[src/rtl/sem_pkg.sv]
// ----------------------------------------------------------------------------
// sem_pkg
// Shared types and constants of the Sobel edge magnitude block.
// ----------------------------------------------------------------------------
package sem_pkg;

    localparam int MAX_WIDTH_DEF = 1024;

    localparam int PIX_W    = 8;
    localparam int ROW_W    = 16;
    localparam int OCOL_W   = 10;
    localparam int MAG_W    = 11;
    localparam int GRAD_W   = 11;
    localparam int SQ_W     = 22;
    localparam int CFGW_W   = 11;
    localparam int CFGH_W   = 16;
    localparam int CFG_DATA_W = 16;
    localparam int CFG_IDX_W  = 1;
    localparam int OUT_TDATA_W = 40;
    localparam int Q_DEPTH  = 4;

    localparam logic [CFG_IDX_W-1:0] REG_IMAGE_WIDTH  = 1'd0;
    localparam logic [CFG_IDX_W-1:0] REG_IMAGE_HEIGHT = 1'd1;

    localparam logic [CFGW_W-1:0] IMAGE_WIDTH_RST  = 11'd640;
    localparam logic [CFGH_W-1:0] IMAGE_HEIGHT_RST = 16'd480;

    typedef struct packed {
        logic [ROW_W-1:0]         row;
        logic [OCOL_W-1:0]        col;
        logic                     last;
        logic signed [GRAD_W-1:0] gx;
        logic signed [GRAD_W-1:0] gy;
    } sem_job_t;

    typedef struct packed {
        logic push;
        logic pop;
    } sem_q_ctrl_t;

    typedef struct packed {
        logic full;
        logic empty;
    } sem_q_stat_t;

endpackage

[src/rtl/sem_queue.sv]
// ----------------------------------------------------------------------------
// sem_queue
// Short job queue between the intake front and the square-root back end.
// ----------------------------------------------------------------------------
module sem_queue
    import sem_pkg::*;
(
    input  logic        clk,
    input  logic        rst_n,
    input  sem_q_ctrl_t ctrl,
    input  sem_job_t    wr_job,
    output sem_job_t    rd_job,
    output sem_q_stat_t stat
);

    localparam int QP_W = $clog2(Q_DEPTH);
    localparam int QC_W = $clog2(Q_DEPTH + 1);

    sem_job_t           slot_reg [Q_DEPTH];
    logic [QP_W-1:0]    wr_ptr_reg;
    logic [QP_W-1:0]    rd_ptr_reg;
    logic [QC_W-1:0]    count_reg;
    logic               do_push;
    logic               do_pop;

    assign stat.full  = (count_reg == QC_W'(Q_DEPTH));
    assign stat.empty = (count_reg == '0);
    assign do_push    = ctrl.push && !stat.full;
    assign do_pop     = ctrl.pop && !stat.empty;
    assign rd_job     = slot_reg[rd_ptr_reg];

    always_ff @(posedge clk or negedge rst_n)
    begin
        if (!rst_n)
        begin
            wr_ptr_reg <= '0;
            rd_ptr_reg <= '0;
            count_reg  <= '0;
        end
        else
        begin
            if (do_push)
            begin
                slot_reg[wr_ptr_reg] <= wr_job;
                wr_ptr_reg <= (32'(wr_ptr_reg) == Q_DEPTH - 1) ? '0 : wr_ptr_reg + QP_W'(1);
            end
            if (do_pop)
                rd_ptr_reg <= (32'(rd_ptr_reg) == Q_DEPTH - 1) ? '0 : rd_ptr_reg + QP_W'(1);
            if (do_push && !do_pop)
                count_reg <= count_reg + QC_W'(1);
            else if (do_pop && !do_push)
                count_reg <= count_reg - QC_W'(1);
        end
    end

endmodule

[config.mk]
export PLATFORM = sky130hd
export DESIGN_NAME = sem_queue
export DESIGN_NICKNAME = d
export VERILOG_FILES = /design/src/rtl/sem_pkg.sv /design/src/rtl/sem_queue.sv
export SDC_FILE = /design/constraint.sdc
export NUM_CORES = 1
export LEC_CHECK = 0
export BUFFER_PORTS_ARGS = -buffer_cell sky130_fd_sc_hd__buf_4
export CAP_MARGIN = 20
export CORE_UTILIZATION = 40
export DETAILED_ROUTE_END_ITERATION = 8
export SLEW_MARGIN = 20
export SYNTH_ARGS = -nofsm -noshare
export SYNTH_HDL_FRONTEND = slang
export SYNTH_SLANG_ARGS = --single-unit
[constraint.sdc]
create_clock -name clk -period 10.05 [get_ports clk]
set_input_delay 1.005 -clock clk [delete_from_list [all_inputs] [get_ports clk]]
set_output_delay 1.005 -clock clk [all_outputs]
set_load 0.1 [all_outputs]
# Word-level counts from Yosys, hierarchy flattened
# Memories as Yosys holds them, arrays and structs flattened.
# Cells that the tools add are included.
[totals]
ff_bits = 7
ram_bits = 196
inputBits = 53
out_inout_bits = 51
wordCells = 28
memories = 1
[op_classes]
mux = 6
add_sub_neg = 4
n_eq_ne = 3
n_reduce_logical = 11
[mem_list]
columns = ["name", "words", "word_bits", "rd", "rd_ports_with_merged_regs", "wr", "line", "rtl"]
rows = [
  ["slot_reg", 4, 49, 1, 0, 1, "sem_queue.sv:19", "sem_job_t slot_reg [Q_DEPTH];"],
]
[op_table]
columns = ["operator", "n"]
rows = [
  ["3-bit two-way mux", 2],
  ["1-bit logical AND", 5],
  ["2-bit by 1-bit adder with 2-bit output, second input constant", 2],
  ["2-bit equality test, second input constant", 2],
  ["1-bit logical NOT", 4],
  ["2-bit two-way mux", 2],
  ["3-bit by 1-bit adder with 3-bit output, second input constant", 1],
  ["3-bit equality test, second input constant", 1],
  ["3-bit logical NOT", 1],
  ["3-bit by 1-bit subtractor with 3-bit output, second input constant", 1],
  ["1-bit two-way mux", 2],
  ["2-bit nonzero test", 1],
]

# Logic depth before layout (Yosys ltp)
[logic_depth]
depth_word = 7
ltp_mapped = 9
depth_no_buf = 9

# Worst setup path after synthesis
# OpenSTA, ideal clock, no wires.
[synth_timing]
path_type = "input port to flip-flop"
startpoint = "input rst_n"
endpoint = "memory slot_reg[3][0] (netlist name), enable pin"
setup_slack_ns = 4.859
path_buffers = 0
arrival_time_ns = 4.665
required_time_ns = 9.524
cell_stages = 2
setup_time_ns = 0.526
path_cell_list = "nand2_1 -> nor3b_1"
[synth_between]
elab_chain_cells = 2
[synth_lines]
columns = ["element", "line", "rtl"]
rows = [
  ["start: declaration", "sem_queue.sv:9", "input logic rst_n,"],
  ["1-bit logical AND (implied by the code)", "sem_queue.sv:44", "slot_reg[wr_ptr_reg] <= wr_job;"],
  ["1-bit two-way mux (implied by the code)", "sem_queue.sv:44", ""],
  ["end: declaration", "sem_queue.sv:19", ""],
]
# Every way passes these cells.

==> flow_summary.yaml <==
clock_network:
  cts-resized-gates: 0
  clock_path_buffers: 3
  cts-buffers-inserted: 21
  tritoncts: "done"
  post-cts-setup-buffers: 0
  clock-root-buffer: "sky130_fd_sc_hd__clkbuf_16"
  insertion_delay_ps: 490
  clkTransAtPathRegs_ps: 60
  htreeDepth: 1
  hold_buffers: 0
  clock-sinks: 203
floorplan:
  placement_rows: 50
  die_w_um: 140
  floorplan.io_pins: 104
  core_area_sq_um: 18600
  die_height_um: 140
  floorplan.initialDensity_pct: 40.7
  die_area_sq_um: 19500
global_route:
  number_of_global_route_vias_before_repair: 3709
  grt_max_degree: 53
  wire_length_of_the_first_global_routing_pass_um: 20900
  grt_antenna_before_repair: 0
  global_route.overflow_total: 0
  grt.total_usage_pct: 14.2
setup_path:
  reg2reg_from: "count_reg[0]"
  cp-end-kind: "primary output"
  critPathSlowestCell: "sky130_fd_sc_hd__dfrtp_4"
  worst-path-buf-inv: 2
  critical_path.reg2reg.endpoint: "slot_reg[1][0]"
  crit_path_max_incr_delay_ps: 780
  cpLargestDelayFamily: "flip-flops"
  worst-r2r-setup-slack_ps: 7760
  timing.critical_path.from_type: "flip-flop"
  reg2regPathDepth: 4
  worst_path_cell_chain: "buf_12, mux4_2, buf_4"
  crit_path_max_fanout: 27
  worstPathArrival_ps: 2400
  path_class: "flip-flop to primary output"
  timing.critical_path.required_ps: 9050
cells_and_area:
  drive_above_1_share_pct: 46.4
  area_growth_syn_to_layout_pct: 21.5
  insertedDiodeCount: 0
  largest_reg_flops: 196
  final_design_area_no_fill_sq_um: 9220
  layoutNonFillerInstCount: 665
  layout.nets: 477
route:
  routed_wl_um: 13200
  route.detailed.drc: 0
  firstDrtPassIters: 4
  count_of_antenna_violating_nets_left_after_detailed_routing: 0
  dr_total_vias: 3362
  drt_iter0_markers: 159
  detail_route.wl_per_cell_um: 19.8
  mean_number_of_vias_per_cell: 5.06
outcome:
  run_status: "finished, final reports clean"
logic_synthesis:
  postSynthNetCount: 356
  synth.cell_area_sq_um: 7590
  postSynth.asyncResetShare_pct: 3.45
  synth.top_cell.area_share_pct: 77.6
  netlist_instances: 296
  synth.yosys.warnings: 0
  synth.largest_area_cell: "sky130_fd_sc_hd__edfxtp_1"
  ys_seq_area_share_pct: 79.9
  syn-mean-instance-area_sq_um: 25.6
  synthTopCellsByArea: "sky130_fd_sc_hd__edfxtp_1 (78%), sky130_fd_sc_hd__mux4_2 (15%), sky130_fd_sc_hd__dfrtp_1 (2.3%)"
  post_synth_num_cell_types: 25
  number_of_flops_mapped_to_enable_cells_by_yosys: 196
  ys_dominant_reg_cell: "sky130_fd_sc_hd__edfxtp_1"
  postSynthRegisterBits: 203
sta:
  slew_headroom_pct: 48.2
  setup_tns_after_final_layout_ps: 0
  grt_setup_unrepaired: "false"
  tightest_slew_ps: 778
  timing.final.setup_violations: 0
  fin_worst_skew_ps: 13.7
  finalMaxSlewViolations: 0
  maxClockFrequency_mhz: 293
  finalCriticalPeriod_ps: 3410
  post-route-period-util_pct: 33.9
  timing.final.hold_violations: 0
placed_design:
  post_dp_cell_area_sq_um: 8580
  placed_wire_length_estimate_after_detailed_placement_um: 7570
  placed_cells: 627
  gp_congestion: 0.692
  io_buffers: 103
worst_hold_path:
  class_of_the_tightest_hold_or_removal_check: "primary input to asynchronous set/reset pin"
run:
  cap_violations: 0
==> metrics by stage <==
stage	setup WS [ps]	util (%)	hold WS (ps)
2_1_floorplan	4860	-	501
3_3_place_gp	6930	46.0	532
3_5_place_dp	6900	46.0	526
4_1_cts	6390	49.4	319
5_1_grt	6480	49.5	324
6_report	6640	49.5	335
==> synth_stat cells (all sizes together), types with 2 or more instances <==
cell,number
inv,4
mux4,49
xor2,2
ha,6
edfxtp,196
dfrtp,7
and2,3
nor2,3
nor3,2
buf,11
mux2,4
nor3b,2
==> per-layer routing <==
metal  up-vias  part of all wire [%]  global-route usage [%]
met5         -                     0                       0
met2        90                    50                    24.2
li1       1500                     -                       -
met3        25                   5.6                    3.82
met4         0                   2.2                    3.82
met1      1747                    42                    18.1
==> area by class of cell <==
type	instances	area (sq um)
inverters	4	15.0
flip-flops and latches	203	6070
well taps	234	293
clock buffers	25	541
multi-input cells	77	1390
fillers	1528	9420
clock inverters	12	83.8
repair buffers	110	838
==> cell usage in the layout, fill, tap and decap left out, types with 4 or more instances in the layout <==
cell	n
sky130_fd_sc_hd__clkinv_2	7
sky130_fd_sc_hd__edfxtp_1	196
sky130_fd_sc_hd__clkbuf_16	21
sky130_fd_sc_hd__dfrtp_1	5
sky130_fd_sc_hd__clkbuf_1	4
sky130_fd_sc_hd__mux4_2	49
sky130_fd_sc_hd__buf_4	109
sky130_fd_sc_hd__ha_1	6
==> logic make-up after synthesis <==
| family | after synthesis | share of synthesized area, % |
|---|---|---|
| buf+inv | 16 | 1.98 |
| compound gates | 2 | 0.264 |
| fa+ha+maj | 7 | 1.25 |
| flops | 203 | 79.9 |
| simple gates | 12 | 1.10 |
| xor+xnor | 3 | 0.346 |
| mux | 53 | 15.2 |
==> worst register-to-register path: cells and delay by family (launching register included) <==
kind                   cells  cell delay (ps)
buffers and inverters      1              520
flip-flops                 1              500
AND/OR/NAND/NOR            3              910
==> how the worst max path moves through the flow <==
stage	startpoint	end	slack (ps)	cells past startpoint
2_1_floorplan	rst_n	slot_reg[3][0]	4860	2
3_3_place_gp	rd_ptr_reg[0]	rd_job[24]	6930	2
3_5_place_dp	rd_ptr_reg[0]	rd_job[24]	6900	2
4_1_cts	rd_ptr_reg[0]	rd_job[24]	6390	2
5_1_grt	rd_ptr_reg[0]	rd_job[24]	6480	3
6_report	rd_ptr_reg[0]	rd_job[31]	6640	3
Power is left out: the tool's default activity adds up to more than one toggle a clock period on the data nets, which glitch-free logic cannot reach.
