===== config.mk =====
export PLATFORM = sky130hd
export DESIGN_NAME = sem_back
export DESIGN_NICKNAME = d
export VERILOG_FILES = /design/src/rtl/sem_pkg.sv /design/src/rtl/sem_back.sv
export SDC_FILE = /design/constraint.sdc
export NUM_CORES = 1
export LEC_CHECK = 0
export ABC_CLOCK_PERIOD_IN_PS = 13800
export BUFFER_PORTS_ARGS = -buffer_cell sky130_fd_sc_hd__buf_2
export CAP_MARGIN = 20
export CORE_MARGIN = 2
export CORE_UTILIZATION = 61
export CTS_CLUSTER_SIZE = 16
export DETAILED_ROUTE_END_ITERATION = 8
export GPL_ROUTABILITY_DRIVEN = 0
export PLACE_DENSITY = 0.8
export SYNTH_ARGS = -nofsm -noshare
export SYNTH_HDL_FRONTEND = slang
export SYNTH_SLANG_ARGS = --single-unit

===== constraint.sdc =====
create_clock -name clk -period 13.8 [get_ports clk]
set_input_delay 0.69 -clock clk [delete_from_list [all_inputs] [get_ports clk]]
set_output_delay 0.69 -clock clk [all_outputs]
set_load 0.05 [all_outputs]

===== src/rtl/sem_pkg.sv =====
// ----------------------------------------------------------------------------
// sem_pkg
// Shared types and constants of the Sobel edge magnitude block.
// ----------------------------------------------------------------------------
package sem_pkg;

    localparam int MAX_WIDTH_DEF = 1024;

    localparam int PIX_W    = 8;
    localparam int ROW_W    = 16;
    localparam int OCOL_W   = 10;
    localparam int MAG_W    = 11;
    localparam int GRAD_W   = 11;
    localparam int SQ_W     = 22;
    localparam int CFGW_W   = 11;
    localparam int CFGH_W   = 16;
    localparam int CFG_DATA_W = 16;
    localparam int CFG_IDX_W  = 1;
    localparam int OUT_TDATA_W = 40;
    localparam int Q_DEPTH  = 4;

    localparam logic [CFG_IDX_W-1:0] REG_IMAGE_WIDTH  = 1'd0;
    localparam logic [CFG_IDX_W-1:0] REG_IMAGE_HEIGHT = 1'd1;

    localparam logic [CFGW_W-1:0] IMAGE_WIDTH_RST  = 11'd640;
    localparam logic [CFGH_W-1:0] IMAGE_HEIGHT_RST = 16'd480;

    typedef struct packed {
        logic [ROW_W-1:0]         row;
        logic [OCOL_W-1:0]        col;
        logic                     last;
        logic signed [GRAD_W-1:0] gx;
        logic signed [GRAD_W-1:0] gy;
    } sem_job_t;

    typedef struct packed {
        logic push;
        logic pop;
    } sem_q_ctrl_t;

    typedef struct packed {
        logic full;
        logic empty;
    } sem_q_stat_t;

endpackage


===== src/rtl/sem_back.sv =====
// ----------------------------------------------------------------------------
// sem_back
// Back end: squares the gradients, takes the integer square root one result
// bit per cycle and holds the finished result in the output register.
// ----------------------------------------------------------------------------
module sem_back
    import sem_pkg::*;
(
    input  logic                   clk,
    input  logic                   rst_n,
    input  sem_job_t               q_job,
    input  logic                   q_empty,
    output logic                   q_pop,
    output logic                   m_tvalid,
    input  logic                   m_tready,
    output logic [OUT_TDATA_W-1:0] m_tdata,
    output logic                   m_tlast
);

    typedef enum logic [2:0] {ST_IDLE, ST_SQX, ST_SQY, ST_ROOT, ST_DONE} state_t;

    state_t                   state_reg;
    sem_job_t                 job_reg;
    logic [SQ_W-1:0]          acc_reg;
    logic [SQ_W-1:0]          root_reg;
    logic [SQ_W-1:0]          bit_reg;
    logic [OUT_TDATA_W-1:0]   tdata_reg;
    logic                     tlast_reg;
    logic                     tvalid_reg;

    logic signed [SQ_W-1:0]   sq_x;
    logic signed [SQ_W-1:0]   sq_y;
    logic [SQ_W-1:0]          trial;
    logic                     out_free;

    assign sq_x     = job_reg.gx * job_reg.gx;
    assign sq_y     = job_reg.gy * job_reg.gy;
    assign trial    = root_reg + bit_reg;
    assign out_free = !tvalid_reg || m_tready;
    assign q_pop    = (state_reg == ST_IDLE) && !q_empty;

    always_ff @(posedge clk or negedge rst_n)
    begin
        if (!rst_n)
        begin
            state_reg  <= ST_IDLE;
            tvalid_reg <= 1'b0;
        end
        else
        begin
            if (tvalid_reg && m_tready && state_reg != ST_DONE)
                tvalid_reg <= 1'b0;
            case (state_reg)
                ST_IDLE:
                begin
                    if (!q_empty)
                    begin
                        job_reg   <= q_job;
                        state_reg <= ST_SQX;
                    end
                end
                ST_SQX:
                begin
                    acc_reg   <= $unsigned(sq_x);
                    state_reg <= ST_SQY;
                end
                ST_SQY:
                begin
                    acc_reg   <= acc_reg + $unsigned(sq_y);
                    root_reg  <= '0;
                    bit_reg   <= SQ_W'(1) << (SQ_W - 2);
                    state_reg <= ST_ROOT;
                end
                ST_ROOT:
                begin
                    if (acc_reg >= trial)
                    begin
                        acc_reg  <= acc_reg - trial;
                        root_reg <= (root_reg >> 1) + bit_reg;
                    end
                    else
                    begin
                        root_reg <= root_reg >> 1;
                    end
                    bit_reg <= bit_reg >> 2;
                    if (bit_reg[0])
                        state_reg <= ST_DONE;
                end
                ST_DONE:
                begin
                    if (out_free)
                    begin
                        tdata_reg  <= {3'b000, root_reg[MAG_W-1:0], job_reg.col, job_reg.row};
                        tlast_reg  <= job_reg.last;
                        tvalid_reg <= 1'b1;
                        state_reg  <= ST_IDLE;
                    end
                end
                default: state_reg <= ST_IDLE;
            endcase
        end
    end

    assign m_tvalid = tvalid_reg;
    assign m_tdata  = tdata_reg;
    assign m_tlast  = tlast_reg;

endmodule


# Yosys cells after proc, flatten, opt, wreduce, memory -nomap -nowiden
# Cells that the tools add are included.
[totals] register_bits=157 latchBits=0 ramBits=0 rom_bits=0 out_inout_bits=43 elab_cells=55 n_memories=0
[op_classes] add_sub_neg=4 mul=2 div_mod_pow=0 magnitude_cmp=1 eq_ne=9 shift=0 muxes=12 bitwise_logic=1 n_reduce_logical=14
[op_table] operator="22-bit case mux with 2 select lines" n=2
[op_table] operator="22-bit case mux with 3 select lines" n=1
[op_table] operator="22-bit adder" n=2
[op_table] operator="11-bit by 11-bit multiplier with 22-bit output" n=2
[op_table] operator="22-bit 2-to-1 mux" n=2
[op_table] operator="21-bit by 22-bit adder with 22-bit output" n=1
[op_table] operator="22-bit >= comparator" n=1
[op_table] operator="22-bit subtractor" n=1
[op_table] operator="3-bit case mux with 5 select lines" n=1
[op_table] operator="3-bit AND reduction" n=4
[op_table] operator="3-bit 2-to-1 mux" n=3
[op_table] operator="2-bit inequality test (second input constant)" n=4
[op_table] operator="3-bit by 2-bit equality test with 1-bit output (second input constant)" n=2
[op_table] operator="3-bit by 1-bit equality test with 1-bit output (second input constant)" n=1
[op_table] operator="3-bit equality test (second input constant)" n=1
[op_table] operator="1-bit logical AND" n=3
[op_table] operator="3-bit logical NOT" n=1
[op_table] operator="1-bit 2-to-1 mux" n=3
[op_table] operator="3-bit inequality test (second input constant)" n=1
[op_table] operator="3-bit nonzero test" n=1
[op_table] operator="1-bit logical NOT" n=2
[op_table] operator="2-bit AND reduction" n=1
[op_table] operator="2-bit nonzero test" n=1
[op_table] operator="1-bit logical OR" n=1
[op_table] operator="1-bit inverter" n=1

# Logic depth before layout (Yosys ltp)
# Gate-level depths: netlist (run 1).
[depth] depth_word=5 mapped_depth=23

# Least setup slack after synthesis (run 1)
# Ideal clock, no wire load.
[synth_timing] path_kind="register to register" start="register root_reg[2]" end="register acc_reg[0], enable pin" setup_time_ps=465 t_arrival_ps=6067 path_slack_ps=7268 path_stages_with_launch=19 n_path_buf=1 synth_period_minus_slack_ps=6532 cell_sequence="edfxtp_1 > ha_1 > a31oi_1 > o21bai_1 > a31o_2 > a31oi_2 > o21ai_1 > a211o_1 > a31oi_1 > xor2_1 > ha_1 > nand4_1 > nor2_1 > a21oi_1 > nor4b_2 > a31oi_4 > buf_6 > nor2_1 > nor4b_1"
[synth_between] elab_chain_cells=4
[synth_rtl] element="start, declared" line_no="sem_back.sv:25" rtl="logic [SQ_W-1:0] root_reg;"
[synth_rtl] element="start signal, assigned" line_no="sem_back.sv:79" rtl="root_reg <= (root_reg >> 1) + bit_reg;"
[synth_rtl] element="start signal, assigned" line_no="sem_back.sv:83" rtl="root_reg <= root_reg >> 1;"
[synth_rtl] element="22-bit adder" line_no="sem_back.sv:38" rtl="assign trial = root_reg + bit_reg;"
[synth_rtl] element="22-bit >= comparator" line_no="sem_back.sv:76" rtl="if (acc_reg >= trial)"
[synth_rtl] element="2-bit inequality test (no source line)"
[synth_rtl] element="3-bit AND reduction (no source line)"
[synth_rtl] element="end signal, assigned" line_no="sem_back.sv:64" rtl="acc_reg <= $unsigned(sq_x);"
[synth_rtl] element="end signal, assigned" line_no="sem_back.sv:69" rtl="acc_reg <= acc_reg + $unsigned(sq_y);"
[synth_rtl] element="end signal, assigned" line_no="sem_back.sv:78" rtl="acc_reg <= acc_reg - trial;"
[synth_rtl] element="end, declared" line_no="sem_back.sv:24" rtl="logic [SQ_W-1:0] acc_reg;"
# No other way between the ends.
# A chain may end at the register's enable or synchronous reset.

# Worst setup path after layout (run 1)
[layout_timing] start="register job_reg[10] in the netlist's numbering" end="register acc_reg[20] (data pin)"
[layout_between] elab_chain_cells=3
[layout_rtl] element="start, declared" line_no="sem_back.sv:23" rtl="sem_job_t job_reg;"
[layout_rtl] element="start signal, assigned" line_no="sem_back.sv:58" rtl="job_reg <= q_job;"
[layout_rtl] element="11-bit by 11-bit multiplier with 22-bit output" line_no="sem_back.sv:37" rtl="assign sq_y = job_reg.gy * job_reg.gy;"
[layout_rtl] element="22-bit adder" line_no="sem_back.sv:69"
[layout_rtl] element="22-bit case mux with 3 select lines" line_no="sem_back.sv:53" rtl="case (state_reg)"
# No other way between the ends.

==> run_results.csv, run 1 <==
group,metric,value,unit
clock_tree,cts_htree_levels,4,
detailed_routing,first_drt_iteration_drcs,801,
layout,area_delta_synth_final,8.13,%
status,violations,"design-rule violations",
layout,multi_input_comb_area,0.0109,mm2
synth,synthMuxAreaShare,0.423,%
clock_tree,tritoncts_clock_tree,"done",
floorplan,row_count,60,
detailed_routing,drt_pass1_iterations,7,
setup_path,critical_path_required,13950,ps
layout,ff_latch_area,0.00436,mm2
global_routing,grt_pass1_vias,12600,
floorplan,starting_utilization_of_the_core_area,62.4,%
hold_path,hold_path_class,"input port to async pin",
setup_path,crit_path_max_fanout,21,
clock_tree,clkLatencyLatePin,440,ps
timing,layout_worst_path_cycle_share,45.5,%
layout,diodes,0,
timing,post_route_setup_tns,0,ps
clock_tree,clock_tree.buffer_depth,2,
timing,maxSlewHeadroom,38.5,%
setup_path,worst_r2r_path_depth,20,
timing,timing.final.crit_period,6280,ps
clock_tree,cts_sinks,146,
clock_tree,clkSlewWorstSetupHoldPaths,80,ps
synth,yosysWarningCount,0,
synth,postSynthAreaPerCell,10.2,um2
synth,post-synth-top-area-fraction,27.1,%
synth,synth_flop_cell,"edfxtp_1",
clock_tree,cts_inserted_buffers,17,
place,port_buffers,92,
clock_tree,cts_resized,0,
synth,synthCells,1646,
detailed_routing,detail_route.drc_violations,1,
floorplan,floorplan.core_area,0.0270,mm2
detailed_routing,route.antenna.remaining_nets,0,
floorplan,floorplan_die_area,0.0290,mm2
status,run_status,"finished, violations left",
detailed_routing,wl,36200,um
global_routing,grt_pass1_wl,61500,um
layout,final_nets,2160,
synth,synth_adder_area_share,38.7,%
synth,netlist_top_cells_area,"fa_1 27%, edfxtp_1 25%, ha_1 12%",
clock_tree,postCtsSetupBuffers,0,
floorplan,die_x,170,um
global_routing,antenna_found_initial,0,
detailed_routing,vias_per_cell,5.66,
synth,synth_largest_area_cell,"fa_1",
job,maxCapViolations,0,
timing,final-setup-viol-count,0,
timing,final_report_hold_violation_count,0,
timing,worstMarginPinSlew,921,ps
setup_path,timing.critical_path.arrival,6440,ps
synth,synth_compound_gate_area_share,9.81,%
layout,post_route_cells_drive_above_1_share,9.22,%
synth,ys_seq_area_share,25.9,%
synth,synth_top_family_by_area,"adder cells",
place,place_hpwl,28400,um
synth,yosys.area_share.simple,10.3,%
floorplan,chipHeight,170,um
clock_tree,clockRootBuffer,"clkbuf_16",
synth,synth_top_cells_by_count,"357 x inv_1, 228 x fa_1, 157 x ha_1",
timing,fmax,0.159,GHz
clock_tree,postCtsHoldBufs,0,
timing,final-max-slew-violation-count,0,
global_routing,global_route.overflow_total,0,
detailed_routing,detail_route.wl_per_cell,17.4,um
synth,synthXorXnorAreaFrac,5.51,%
timing,rsz0062_at_grt,"no",
layout,number_of_flip_flops_under_the_largest_register_name,49,
detailed_routing,via_count,11700,
global_routing,grtUsageTotal,27.0,%
synth,yosysUniqueCellTypes,77,
setup_path,cp-start-kind,"flop",
synth,syn-cell-area,0.0169,mm2
timing,fin_clk_skew,8.72,ps
synth,yosysMostFrequentCell,"inv_1",
global_routing,grt_start_max_net_pins,50,
setup_path,critical_path.endpoint_type,"flop",
synth,postSynthRegisterBits,146,
synth,number_of_flops_mapped_to_enable_cells_by_yosys,142,
synth,async_set_or_reset_flop_fraction_in_the_synthesized_netlist,2.74,%
setup_path,criticalPathCategory,"flop to flop",
floorplan,io_pins,96,
layout,fillCellCount,2068,
-- cells by family after synthesis --
family	after synthesis
buf+inv	402
simple gates	356
compound gates	243
fa+ha+maj	385
other cells	1
xor+xnor	106
mux	7
flops	146
-- worst paths after layout --
| path | slack (ps) | end | start |
|---|---|---|---|
| hold / removal | 60 | m_tvalid | rst_n |
| hold reg to reg | 420 | m_tdata[17] | job_reg[24] |
| setup reg to reg | 7520 | acc_reg[20] | job_reg[10] |
| max in group asynchronous | 13590 | state_reg[0] | rst_n |
| setup / recovery | 7520 | acc_reg[20] | job_reg[10] |
| min in group clk | 420 | job_reg[46] | q_job[46] |
-- worst max-delay path, stage by stage, from the launching register on --
cell      delay [ps]
edfxtp_1         770
nand2_1          370
inv_1            470
fa_1             500
ha_1             290
inv_1             50
fa_1             520
inv_1             70
fa_1             550
inv_1             60
fa_1             490
inv_1             50
ha_1             350
a21oi_1           80
o21ai_0          330
a211oi_1         110
o31ai_1          420
a31oi_1          160
xnor2_1          150
nor2_1           130
a221oi_1          60
-- metal layers --
metal | GRT usage, % | vias to the layer above | wire length, um
met1 | 35.1 | 5768 | 15400
met5 | 0 | - | 0
met4 | 12.0 | 0 | 1530
met2 | 44.3 | 369 | 17400
li1 | - | 5503 | -
met3 | 5.02 | 104 | 1920
-- cell type report --
type                    count  area share (%)
repair buffers            100            2.92
clock inverters            15            1.03
clock buffers              17            2.33
well taps                 341            2.34
multi-input cells        1100            60.1
inverters                 357            7.35
flip-flops and latches    146            23.9
-- metrics by stage --
stage / cell area [um2] / util (%) / hold WS (ps) / worst slack (ps) / std cells
after floorplan: 16900 / - / 394 / 7270 / 1648
after global placement: 17600 / 65.1 / 400 / 7930 / 2043
after detailed placement: 17600 / 65.1 / 405 / 7780 / 2043
after CTS: 18200 / 67.4 / 58.0 / 7560 / 2075
after global routing: 18200 / 67.4 / 72.2 / 7060 / 2076
final: 18200 / 67.4 / 60.6 / 7520 / 2076
-- layout by cell type (no fill, tap or decap), types with 4 or more instances in the layout --
cell type | synthesis | routed
a211oi_1 | 25 | 25
a21o_1 | 21 | 21
a21oi_1 | 62 | 62
a31o_2 | 10 | 10
a31oi_1 | 17 | 17
and2_1 | 48 | 47
and3_1 | 25 | 25
and4_1 | 4 | 4
buf_2 | 3 | 92
buf_4 | 3 | 7
clkbuf_16 | 0 | 17
clkinv_8 | 0 | 6
dfrtp_1 | 4 | 4
edfxtp_1 | 142 | 142
fa_1 | 228 | 228
ha_1 | 157 | 157
inv_1 | 357 | 357
inv_8 | 0 | 5
mux2i_1 | 6 | 6
nand2_1 | 113 | 113
nand2b_1 | 7 | 7
nand3_1 | 11 | 11
nand4_1 | 8 | 8
nor2_1 | 83 | 82
nor2b_1 | 23 | 23
nor3_1 | 15 | 15
o21a_1 | 8 | 8
o21ai_0 | 43 | 43
o21bai_1 | 7 | 7
or2_2 | 5 | 5
xnor2_1 | 62 | 62
xor2_1 | 44 | 44
Power of run 1 is not shown: default switching activity piles up to over one toggle a cycle in this logic, so the estimate is an artifact.
==> inputs of run 2 (changes only) <==
==> config.mk (replaced) <==
export PLATFORM = sky130hd
export DESIGN_NAME = sem_back
export DESIGN_NICKNAME = d
export VERILOG_FILES = /design/src/rtl/sem_pkg.sv /design/src/rtl/sem_back.sv
export SDC_FILE = /design/constraint.sdc
export NUM_CORES = 1
export LEC_CHECK = 0
export ABC_CLOCK_PERIOD_IN_PS = 5100
export BUFFER_PORTS_ARGS = -buffer_cell sky130_fd_sc_hd__buf_2
export CAP_MARGIN = 20
export CORE_MARGIN = 2
export CORE_UTILIZATION = 58
export CTS_CLUSTER_SIZE = 16
export DETAILED_ROUTE_END_ITERATION = 8
export GPL_ROUTABILITY_DRIVEN = 0
export PLACE_DENSITY = 0.79
export SYNTH_ARGS = -nofsm -noshare
export SYNTH_HDL_FRONTEND = slang
export SYNTH_SLANG_ARGS = --single-unit
==> constraint.sdc (replaced) <==
create_clock -name clk -period 5.1 [get_ports clk]
set_input_delay 0.255 -clock clk [delete_from_list [all_inputs] [get_ports clk]]
set_output_delay 0.255 -clock clk [all_outputs]
set_load 0.05 [all_outputs]
==> run_results.csv, run 2 (synthesis results as in run 1) <==
group,metric,value,unit
setup_path,crit_path_start,"job_reg[21]",
floorplan,floorplan_die_area,0.0304,mm2
timing,timing.final.crit_period,5460,ps
setup_path,crit-reg2reg-launch,"job_reg[21]",
global_routing,grt_pass1_wl,68700,um
floorplan,floorplan.core_area,0.0286,mm2
setup_path,crit_path_max_fanout,8,
detailed_routing,vias_per_cell,5.57,
clock_tree,clkLatencyLatePin,450,ps
setup_path,worst_r2r_path_depth,18,
setup_path,worst-r2r-setup-slack,-360,ps
timing,post-route-worst-setup-slack,-359,ps
detailed_routing,drt_pass1_iterations,5,
global_routing,global_route.overflow_total,0,
setup_path,critical_path.endpoint_type,"flop",
timing,post_route_setup_tns,-2380,ps
timing,maxSlewHeadroom,39.5,%
clock_tree,clockRootBuffer,"clkbuf_16",
setup_path,cells_along_the_critical_path,"buf_6 -> nand2_1 -> fa_1 -> fa_1 -> inv_2 -> fa_1 -> inv_1 -> fa_1 -> inv_2 -> fa_1 -> ha_4 -> and2_4 -> a221o_1 -> o41a_1 -> a31oi_2 -> o21ai_1 -> xnor2_1 -> a221oi_2",
setup_path,cp-start-kind,"flop",
hold_path,hold_path_class,"input port to flop",
place,dp_cells,2237,
clock_tree,tritoncts_clock_tree,"done",
layout,final_nets,2395,
job,maxCapViolations,0,
place,post_dp_cell_area,0.0189,mm2
clock_tree,cts_htree_levels,4,
layout,number_of_flip_flops_under_the_largest_register_name,49,
status,run_status,"finished, violations left",
clock_tree,cts_inserted_buffers,17,
setup_path,timing.critical_path.arrival,5610,ps
detailed_routing,route.antenna.remaining_nets,0,
layout,layout.cells.most_common,"inv_1",
detailed_routing,detail_route.drc_violations,0,
timing,fin_clk_skew,11.5,ps
layout,layout.cells.most_common_list,"346 x inv_1, 223 x fa_1, 173 x buf_4",
setup_path,crit_reg_reg_endpoint,"acc_reg[20]",
detailed_routing,via_count,13100,
timing,fin_worst_hold_slack,40.2,ps
layout,post_route_cells_drive_above_1_share,22.1,%
clock_tree,clkSlewWorstSetupHoldPaths,80,ps
global_routing,grt_start_max_net_pins,39,
detailed_routing,first_drt_iteration_drcs,957,
setup_path,worst-path-buf-inv,4,
setup_path,path_common_cell,"fa_1",
timing,worstMarginPinSlew,907,ps
clock_tree,clock_tree.buffer_depth,2,
setup_path,critPathCapture,"acc_reg[20]",
setup_path,crit_cells,18,
layout,diodes,0,
setup_path,criticalPathCategory,"flop to flop",
layout,post-route-cell-area,0.0207,mm2
detailed_routing,detail_route.wl_per_cell,18.1,um
global_routing,grt_pass1_vias,14000,
clock_tree,cts_sinks,146,
floorplan,io_pins,96,
timing,final_report_hold_violation_count,0,
timing,fmax,0.183,GHz
timing,final-max-slew-violation-count,0,
global_routing,antenna_found_initial,0,
detailed_routing,wl,42700,um
floorplan,row_count,62,
layout,fin_cells,2354,
setup_path,slowest_library_cell_on_the_worst_path,"fa_1",
global_routing,grtUsageTotal,28.6,%
timing,layout_worst_path_cycle_share,107,%
layout,area_delta_synth_final,22.8,%
floorplan,die_x,174,um
setup_path,critical_path_required,5250,ps
floorplan,starting_utilization_of_the_core_area,58.9,%
floorplan,chipHeight,174,um
place,port_buffers,92,
place,place_hpwl,31000,um
setup_path,worst_path_dominant_cell_family,"adder cells",
timing,rsz0062_at_grt,"yes",
status,violations,"negative setup slack",
timing,final-setup-viol-count,10,
setup_path,cp_slowest_stage_delay,540,ps
## run 2: changes by cell type in the layout (fill, tap and decap cells not counted), sizes merged
cell / previous run / this run
buf: 100 / 287
clkinv: 9 / 6
dlygate4sd3: 0 / 48
inv: 362 / 365
## run 2: final cells by class
cell class | count | area, um2
clock buffers | 17 | 425
clock inverters | 15 | 180
fillers | 1916 | 7930
inverters | 357 | 1340
multi-input cells | 1100 | 11400
flip-flops and latches | 146 | 4360
well taps | 384 | 480
repair buffers | 335 | 2530
## run 2: metrics by stage
stage | setup WS (ps) | util (%)
CTS | -284 | 71.2
global placement | -314 | 65.9
floorplan | -225 | -
global route | -539 | 72.3
finish | -359 | 72.3
detailed placement | -355 | 65.9
## run 2: what timing repair did
item	CTS	global route
hold buffers	48	0
endpoints found under the hold margin	51	0
setup buffers	23	13
pin swaps	30	33
endpoints found under the setup margin	11	42
resized for setup	74	50
gates cloned	0	0
## run 2: worst min-delay path by stage
stage	startpoint	endpoint	slack [ps]	cells after the start
2_1_floorplan	rst_n	m_tvalid	-40	0
3_3_place_gp	rst_n	m_tvalid	90	1
3_5_place_dp	rst_n	m_tvalid	90	1
4_1_cts	q_job[10]	job_reg[10]	30	1
5_1_grt	q_job[10]	job_reg[10]	20	1
6_report	q_job[10]	job_reg[10]	40	1
## run 2: routing by layer
metal / share of wire (%) / global-route usage [%]
met1: 38 / 33.5
met2: 52 / 52.0
met3: 5.7 / 5.31
met4: 4.0 / 10.8
met5: 0 / 0
Power of run 2 is left out for the same reason.
